File: src/sv/sib_pkg.sv
// Shared types and constants for the sorted insert table.
// Holds the command and status codes, the beat layouts and the controller state type.
// No dependencies.
package sib_pkg;

   // Fixed field widths of the request and response beats.
   localparam int KEY_IN_BITS   = 16;
   localparam int TAG_BITS      = 16;
   localparam int POS_BITS      = 6;
   localparam int REQ_DATA_BITS = 32;
   localparam int RSP_DATA_BITS = 40;

   // Command carried in req_tuser.
   typedef enum logic {
      CMD_INSERT = 1'b0,
      CMD_DUMP   = 1'b1
   } cmd_type;

   // Status carried in rsp_tuser.
   typedef enum logic [1:0] {
      STS_INSERTED = 2'd0,
      STS_DROPPED  = 2'd1,
      STS_DUMPED   = 2'd2,
      STS_EMPTY    = 2'd3
   } status_type;

   // Controller states, one-hot.
   typedef enum logic [4:0] {
      ST_IDLE    = 5'b00001,
      ST_INS     = 5'b00010,
      ST_PUT     = 5'b00100,
      ST_DUMP_RD = 5'b01000,
      ST_DUMP_LD = 5'b10000
   } state_type;

endpackage

File: src/sv/sorted_insert_by_key.sv
// Sorted insert table: top level with the entry memory and its controller.
// Depends on sib_pkg for codes, beat widths and the state type.
//
// The block keeps up to DEPTH entries (key plus tag) in ascending key order in one
// synchronous memory with a single read port and a single write port. An insert walks
// down from the highest entry, moving each larger key up one place, one entry per
// cycle, and then writes the new entry in ST_PUT; each step is bounded by the
// registered memory read followed by the compare.
// Equal keys keep their arrival order. An insert into a full or an empty table, or a
// dump of an empty table, answers straight from idle, loading the response register on
// the accepting beat. A dump streams the entries from position 0 up, reading each one in
// ST_DUMP_RD and loading it in ST_DUMP_LD; it waits in ST_DUMP_RD while the response
// register is still held, and marks the final beat with rsp_tlast. A new request beat is
// taken only while the controller is idle and the response register is free or being
// emptied. No clearing pass follows reset: only entries below the count are ever read.
module sorted_insert_by_key
   import sib_pkg::*;
#(
   parameter int DEPTH    = 64,
   parameter int KEY_BITS = 16
) (
   input  logic                     clock,
   input  logic                     reset,
   // Request channel.
   input  logic                     req_tvalid,
   output logic                     req_tready,
   input  logic [REQ_DATA_BITS-1:0] req_tdata,  // sort_key[15:0], item_tag[31:16]
   input  logic                     req_tuser,  // command[0]
   // Response channel.
   output logic                     rsp_tvalid,
   input  logic                     rsp_tready,
   output logic [RSP_DATA_BITS-1:0] rsp_tdata,  // entry_key[15:0], entry_tag[31:16],
                                                // entry_position[37:32], zeros[39:38]
   output logic [1:0]               rsp_tuser,  // status[1:0]
   output logic                     rsp_tlast   // last_result
);

   // Stored key width: only the low min(KEY_BITS, 16) bits of the 16-bit key are kept.
   localparam int KS = (KEY_BITS < KEY_IN_BITS) ? KEY_BITS : KEY_IN_BITS;
   localparam int AW = $clog2(DEPTH);
   localparam int CW = $clog2(DEPTH + 1);
   localparam int EW = KS + TAG_BITS;

   // Entry memory, tag above key in each word.
   logic [EW-1:0] entry_mem [DEPTH];

   logic          rd_en;
   logic [AW-1:0] rd_addr;
   logic [EW-1:0] rd_data_ff;
   logic          wr_en;
   logic [AW-1:0] wr_addr;
   logic [EW-1:0] wr_data;

   logic [KS-1:0]       rd_key;
   logic [TAG_BITS-1:0] rd_tag;

   // Controller registers.
   state_type           state_ff, state_in;
   logic [CW-1:0]       cnt_ff, cnt_in;
   logic [AW-1:0]       idx_ff, idx_in;
   logic [AW-1:0]       pos_ff, pos_in;
   logic [KS-1:0]       key_ff, key_in;
   logic [TAG_BITS-1:0] tag_ff, tag_in;

   // Response register.
   logic                rsp_valid_ff, rsp_valid_in;
   status_type          rsp_status_ff, rsp_status_in;
   logic [KS-1:0]       rsp_key_ff, rsp_key_in;
   logic [TAG_BITS-1:0] rsp_tag_ff, rsp_tag_in;
   logic [AW-1:0]       rsp_pos_ff, rsp_pos_in;
   logic                rsp_last_ff, rsp_last_in;

   logic                rsp_free;
   logic                rsp_load;
   logic                req_accept;
   logic [KS-1:0]       req_key;
   logic [TAG_BITS-1:0] req_tag;
   cmd_type             req_cmd;
   logic [AW-1:0]       cnt_top;

   assign req_key = req_tdata[KS-1:0];
   assign req_tag = req_tdata[KEY_IN_BITS +: TAG_BITS];
   assign req_cmd = cmd_type'(req_tuser);
   assign rd_key  = rd_data_ff[KS-1:0];
   assign rd_tag  = rd_data_ff[KS +: TAG_BITS];
   assign cnt_top = AW'(cnt_ff - CW'(1));

   assign rsp_free   = !rsp_valid_ff || rsp_tready;
   assign req_tready = (state_ff == ST_IDLE) && rsp_free;
   assign req_accept = req_tvalid && req_tready;

   // Memory: one write port, one registered read port.
   always_ff @(posedge clock) begin
      if (wr_en) begin
         entry_mem[wr_addr] <= wr_data;
      end
      if (rd_en) begin
         rd_data_ff <= entry_mem[rd_addr];
      end
   end

   // Sequencer: insert walk, final write and dump stream.
   always_comb begin
      state_in      = state_ff;
      cnt_in        = cnt_ff;
      idx_in        = idx_ff;
      pos_in        = pos_ff;
      key_in        = key_ff;
      tag_in        = tag_ff;
      rd_en         = 1'b0;
      rd_addr       = idx_ff;
      wr_en         = 1'b0;
      wr_addr       = pos_ff;
      wr_data       = {tag_ff, key_ff};
      rsp_load      = 1'b0;
      rsp_status_in = rsp_status_ff;
      rsp_key_in    = rsp_key_ff;
      rsp_tag_in    = rsp_tag_ff;
      rsp_pos_in    = rsp_pos_ff;
      rsp_last_in   = rsp_last_ff;

      case (state_ff)
         ST_IDLE: begin
            if (req_accept) begin
               key_in = req_key;
               tag_in = req_tag;
               if (req_cmd == CMD_INSERT) begin
                  if (cnt_ff == CW'(DEPTH)) begin
                     // Full table: drop and report the offered entry.
                     rsp_load      = 1'b1;
                     rsp_status_in = STS_DROPPED;
                     rsp_key_in    = req_key;
                     rsp_tag_in    = req_tag;
                     rsp_pos_in    = '0;
                     rsp_last_in   = 1'b1;
                  end else if (cnt_ff == '0) begin
                     // Empty table: the entry goes straight to the first place.
                     wr_en         = 1'b1;
                     wr_addr       = '0;
                     wr_data       = {req_tag, req_key};
                     cnt_in        = CW'(1);
                     rsp_load      = 1'b1;
                     rsp_status_in = STS_INSERTED;
                     rsp_key_in    = req_key;
                     rsp_tag_in    = req_tag;
                     rsp_pos_in    = '0;
                     rsp_last_in   = 1'b1;
                  end else begin
                     // Start the walk at the highest stored entry.
                     rd_en    = 1'b1;
                     rd_addr  = cnt_top;
                     idx_in   = cnt_top;
                     state_in = ST_INS;
                  end
               end else begin
                  if (cnt_ff == '0) begin
                     rsp_load      = 1'b1;
                     rsp_status_in = STS_EMPTY;
                     rsp_key_in    = '0;
                     rsp_tag_in    = '0;
                     rsp_pos_in    = '0;
                     rsp_last_in   = 1'b1;
                  end else begin
                     idx_in   = '0;
                     state_in = ST_DUMP_RD;
                  end
               end
            end
         end

         ST_INS: begin
            if (rd_key > key_ff) begin
               // Larger key moves up one place.
               wr_en   = 1'b1;
               wr_addr = idx_ff + AW'(1);
               wr_data = rd_data_ff;
               if (idx_ff == '0) begin
                  pos_in   = '0;
                  state_in = ST_PUT;
               end else begin
                  rd_en   = 1'b1;
                  rd_addr = idx_ff - AW'(1);
                  idx_in  = idx_ff - AW'(1);
               end
            end else begin
               pos_in   = idx_ff + AW'(1);
               state_in = ST_PUT;
            end
         end

         ST_PUT: begin
            // The response register is free: it was free when the request was taken.
            wr_en         = 1'b1;
            wr_addr       = pos_ff;
            wr_data       = {tag_ff, key_ff};
            cnt_in        = cnt_ff + CW'(1);
            rsp_load      = 1'b1;
            rsp_status_in = STS_INSERTED;
            rsp_key_in    = key_ff;
            rsp_tag_in    = tag_ff;
            rsp_pos_in    = pos_ff;
            rsp_last_in   = 1'b1;
            state_in      = ST_IDLE;
         end

         ST_DUMP_RD: begin
            if (rsp_free) begin
               rd_en    = 1'b1;
               rd_addr  = idx_ff;
               state_in = ST_DUMP_LD;
            end
         end

         ST_DUMP_LD: begin
            rsp_load      = 1'b1;
            rsp_status_in = STS_DUMPED;
            rsp_key_in    = rd_key;
            rsp_tag_in    = rd_tag;
            rsp_pos_in    = idx_ff;
            rsp_last_in   = (idx_ff == cnt_top);
            if (idx_ff == cnt_top) begin
               state_in = ST_IDLE;
            end else begin
               idx_in   = idx_ff + AW'(1);
               state_in = ST_DUMP_RD;
            end
         end

         default: begin
            state_in = ST_IDLE;
         end
      endcase

      if (rsp_load) begin
         rsp_valid_in = 1'b1;
      end else if (rsp_tready) begin
         rsp_valid_in = 1'b0;
      end else begin
         rsp_valid_in = rsp_valid_ff;
      end
   end

   // Control registers.
   always_ff @(posedge clock) begin
      if (reset) begin
         state_ff     <= ST_IDLE;
         cnt_ff       <= '0;
         rsp_valid_ff <= 1'b0;
      end else begin
         state_ff     <= state_in;
         cnt_ff       <= cnt_in;
         rsp_valid_ff <= rsp_valid_in;
      end
   end

   // Payload registers.
   always_ff @(posedge clock) begin
      idx_ff        <= idx_in;
      pos_ff        <= pos_in;
      key_ff        <= key_in;
      tag_ff        <= tag_in;
      rsp_status_ff <= rsp_status_in;
      rsp_key_ff    <= rsp_key_in;
      rsp_tag_ff    <= rsp_tag_in;
      rsp_pos_ff    <= rsp_pos_in;
      rsp_last_ff   <= rsp_last_in;
   end

   // Response beat.
   assign rsp_tvalid = rsp_valid_ff;
   assign rsp_tuser  = rsp_status_ff;
   assign rsp_tlast  = rsp_last_ff;
   assign rsp_tdata  = {2'b00, POS_BITS'(rsp_pos_ff), rsp_tag_ff, KEY_IN_BITS'(rsp_key_ff)};

   // The entry count never passes the table depth.
   a_cnt_bound: assert property (@(posedge clock) disable iff (reset)
      cnt_ff <= CW'(DEPTH))
      else $error("entry count exceeds depth");

   // An inserted entry always lies below the updated count.
   a_ins_pos: assert property (@(posedge clock) disable iff (reset)
      (rsp_valid_ff && rsp_status_ff == STS_INSERTED) |-> (CW'(rsp_pos_ff) < cnt_ff))
      else $error("insert position beyond count");

   // The response register stays empty during the insert walk.
   a_walk_free: assert property (@(posedge clock) disable iff (reset)
      (state_ff == ST_INS || state_ff == ST_PUT) |-> !rsp_valid_ff)
      else $error("response pending during insert walk");

   // The final dump beat is only presented once the controller is back in idle.
   a_dump_last: assert property (@(posedge clock) disable iff (reset)
      (rsp_valid_ff && rsp_status_ff == STS_DUMPED && rsp_last_ff) |->
         (state_ff == ST_IDLE))
      else $error("final dump beat while the dump is still running");

endmodule

File: config.mk
export PLATFORM = sky130hd
export DESIGN_NAME = sorted_insert_by_key
export DESIGN_NICKNAME = d
export VERILOG_FILES = /design/src/sv/sib_pkg.sv /design/src/sv/sorted_insert_by_key.sv
export SDC_FILE = /design/constraint.sdc
export NUM_CORES = 2
export LEC_CHECK = 0
export BUFFER_PORTS_ARGS = -buffer_cell sky130_fd_sc_hd__buf_2
export CAP_MARGIN = 20
export CORE_ASPECT_RATIO = 1.25
export CORE_MARGIN = 1
export CORE_UTILIZATION = 59
export CTS_BUF_LIST = sky130_fd_sc_hd__clkbuf_4 sky130_fd_sc_hd__clkbuf_8
export CTS_CLUSTER_SIZE = 25
export DETAILED_ROUTE_END_ITERATION = 7
export HOLD_SLACK_MARGIN = 0.05
export PLACE_DENSITY = 0.78
export SYNTH_ARGS = -nofsm -noshare
export SYNTH_HDL_FRONTEND = slang
export SYNTH_SLANG_ARGS = --single-unit
File: constraint.sdc
create_clock -name clock -period 6 [get_ports clock]
set_input_delay 0.3 -clock clock [delete_from_list [all_inputs] [get_ports clock]]
set_output_delay 0.3 -clock clock [all_outputs]
set_load 0.005 [all_outputs]
==> impl_metrics.ini <==
[cts]
cts_max_level = 5
clk_path_buf_depth = 4
path_clk_slew_ns = 0.07
cts_tree = done
cts_sinks = 2178
cts_inserted_buffers = 319
clock_latency_ns = 1.06
clk_root_buffer_cell = clkbuf_8
post_cts_buffers = 0

[outcome]
run_status = complete, but fails checks
violations = design-rule violations

[layout]
post-route-util_pct = 67.44
fill_cells = 9096
layout_common_cells = 2,165 x edfxtp_1, 1,319 x nand2_1, 336 x a21oi_1, 325 x clkbuf_8, 231 x a31oi_1
final_common_cell = edfxtp_1
final_nets = 6429
finalInstanceArea_um2 = 97800
final_layout_size_suffix_gt1_share_pct = 14.97
syn2layout_area_growth_pct = 12.97

[worst_setup_path]
cp_top_family = compound AO/OA/AOI/OAI gates
cp_max_fo = 42
start_kind = register
critPathKind = register to register
worstPathArrival_ns = 6.70
crit_path_top_delay_cell = a311oi_1
cp_cell_sequence = ha_1 > a21oi_1 > nor2_1 > a2111o_1 > o31ai_2 > o211ai_1 > and2_4 > buf_12 > buf_12 > a211oi_1 > a311oi_1 > a311oi_1 > o22ai_1 > or3_1
cp_num_buf_inv = 2
critPathMaxStageDelay_ns = 0.69
worstSetupEndpointType = register
worst-endpoint-required_ns = 6.76

[worst_hold_path]
hold_class = input port to register

[power_and_ir_drop]
peakVddDrop_mv = 0.2889
powerDensity_nw_per_um2 = 434.6
cellLeakagePower_uw = 0.03312

[sta]
hold_viol_final = 0
max_slew_margin_pct = 20.78
fmax_mhz = 168.3
finClkSkew_ns = 0.07390
period_share_pct = 99.04
setup_viol = 0
grt_setup_unrepaired = false
drv_slew = 0
worst_pin_slew_ns = 1.188
final.min_clock_period_ns = 5.942
tns_ns = 0

[synth]
syn_inst = 6049
synth_top_family_by_area = simple AND/OR/NAND/NOR gates
ys_types = 70
synth_area_per_cell_um2 = 14.31
synthAdderAreaFrac_pct = 0.3180
yosys.area_share.simple_pct = 9.679
ys_top_cells_by_area = edfxtp_1 75%, nand2_1 5.9%, a21oi_1 1.9%
muxShareOfSynthArea_pct = 2.552
ys_seq_area_share_pct = 75.40
yosysWarnings = 0
synth_ff_type = edfxtp_1
synthXorXnorAreaFrac_pct = 0.1922
synth_edf_count = 2165
synth_largest_area_cell = edfxtp_1
synth_async_sr_flop_share_pct = 0
ys_ff_latch = 2178
synth_compound_area_share_pct = 9.525
syn_area_um2 = 86570
synth_top_area_share_pct = 75.10

[grt]
grt_pass1_wl_um = 358400
grt_pass1_vias = 55820
antenna_found_initial = 13
grt-ovfl-total = 0
grt_max_degree = 138
grt_use_total_pct = 33.26

[die]
core-area_um2 = 145000
die_area_um2 = 148300
die_h_um = 430.3
row_count = 156
die_x_um = 344.6
io_pins = 82
initial_utilization_pct = 59.69

[routing]
drt-pass1-iter-count = 8
wl_met3_um = 33350
wl_met2_um = 115400
topRoutingLayerUsed = met5
postRouteWirelength_um = 248100
vias_per_cell = 6.756
met1Wirelength_um = 82510
avgRoutedWirePerCell_um = 29.23
drc_errors = 2
drt_iter0_markers = 8700
postRouteAntennaNets = 0
vias = 57330

[placed_design]
numPortBuffers = 79
postPlaceCellArea_um2 = 91130
routabilityCongestion = 0.9316
dpl.hpwl_um = 141700

[flow_run]
max_cap_viol_count = 0
-- synthesized netlist by cell type (all sizes together) (4+ instances only) --
cell type,instances
a222oi,38
and2,7
o22ai,73
edfxtp,2165
a31oi,232
nor2,124
a21o,6
nand4,28
nand2,1355
inv,64
o21ai,11
a311oi,97
nor4,5
o31ai,4
xor2,12
o221ai,49
a21oi,336
and3,152
nand2b,7
a221oi,105
nor3,23
dfxtp,13
nor2b,4
nand3,213
clkbuf,285
buf,145
a32oi,30
mux2i,130
or4,8
a22oi,48
mux4,40
ha,22
or3,28
xnor2,7
a211oi,147
-- state kept, by name, summed over array words and instances, names as in the netlist --
| name | flops |
|---|---|
| rsp_tuser | 2 |
| tag_ff | 16 |
| rsp_key_ff | 16 |
| idx_ff | 6 |
| pos_ff | 6 |
| key_ff | 16 |
| state_ff | 5 |
| rsp_pos_ff | 6 |
| rsp_tvalid | 1 |
| entry_mem | 2048 |
| rsp_tag_ff | 16 |
| cnt_ff | 7 |
| rd_data_ff | 32 |
| rsp_tlast | 1 |
-- path summary, 6_finish.rpt --
path                                startpoint  cells after the start       endpoint  slack (ns)
worst max-delay path            rd_data_ff[11]                     14  rd_data_ff[0]        0.06
worst min-delay path             req_tdata[10]                      2     key_ff[10]        0.12
worst max register to register  rd_data_ff[11]                     14  rd_data_ff[0]        0.06
worst min register to register       cnt_ff[1]                      2      cnt_ff[1]        0.52
-- cell type report --
| cell class | instances | area [um2] | share of cell area [%] |
|---|---|---|---|
| inverters | 64 | 240.2 | 0.2456 |
| multi-input cells | 3378 | 19950 | 20.40 |
| clock inverters | 121 | 700.7 | 0.7164 |
| diodes | 3 | 7.507 | 0.007676 |
| clock buffers | 417 | 5164 | 5.280 |
| repair buffers | 429 | 4090 | 4.182 |
| flip-flops and latches | 2178 | 65270 | 66.74 |
| well taps | 1896 | 2372 | 2.426 |
-- per-stage QoR --
stage / power, uW / std cells / setup slack, ns / hold WS [ns]
detailed placement: 30940 / 7872 / 0.1307 / 0.5115
finish: 42500 / 8486 / 0.05751 / 0.1210
floorplan: 26000 / 6050 / 0.1688 / 0.3792
CTS: 42020 / 8477 / 0.1531 / 0.05016
global placement: 30590 / 7870 / 0.1852 / 0.5078
global route: 43640 / 8484 / 0.007744 / 0.08568
-- per-layer routing --
| metal | vias to the layer above | GRT usage, % |
|---|---|---|
| met5 | - | 0 |
| met1 | 27980 | 42.01 |
| met3 | 880 | 8.642 |
| met2 | 4496 | 51.93 |
| met4 | 16 | 19.71 |
| li1 | 23970 | - |
-- report_power, final --
part	total, uW	leakage (uW)	switching (uW)	internal [uW]
logic	12200	0.0104	8820	3340
clock network	11300	0.00310	5410	5880
registers	19100	0.0197	204	18900
total	42500	0.0331	14400	28100
-- cell families after synthesis --
| family | after synthesis |
|---|---|
| flops | 2178 |
| xor+xnor | 19 |
| buf+inv | 494 |
| compound gates | 1198 |
| simple gates | 1967 |
| fa+ha+maj | 22 |
| mux | 170 |
| other cells | 1 |
-- what timing repair did --
action                                  4_1_cts  5_1_grt
resized for setup                             0        2
hold buffers                                 67        0
endpoints found under the setup margin        0        1
hold endpoints to repair                    110        0
No activity file was read; power rests on OpenSTA's default activity.
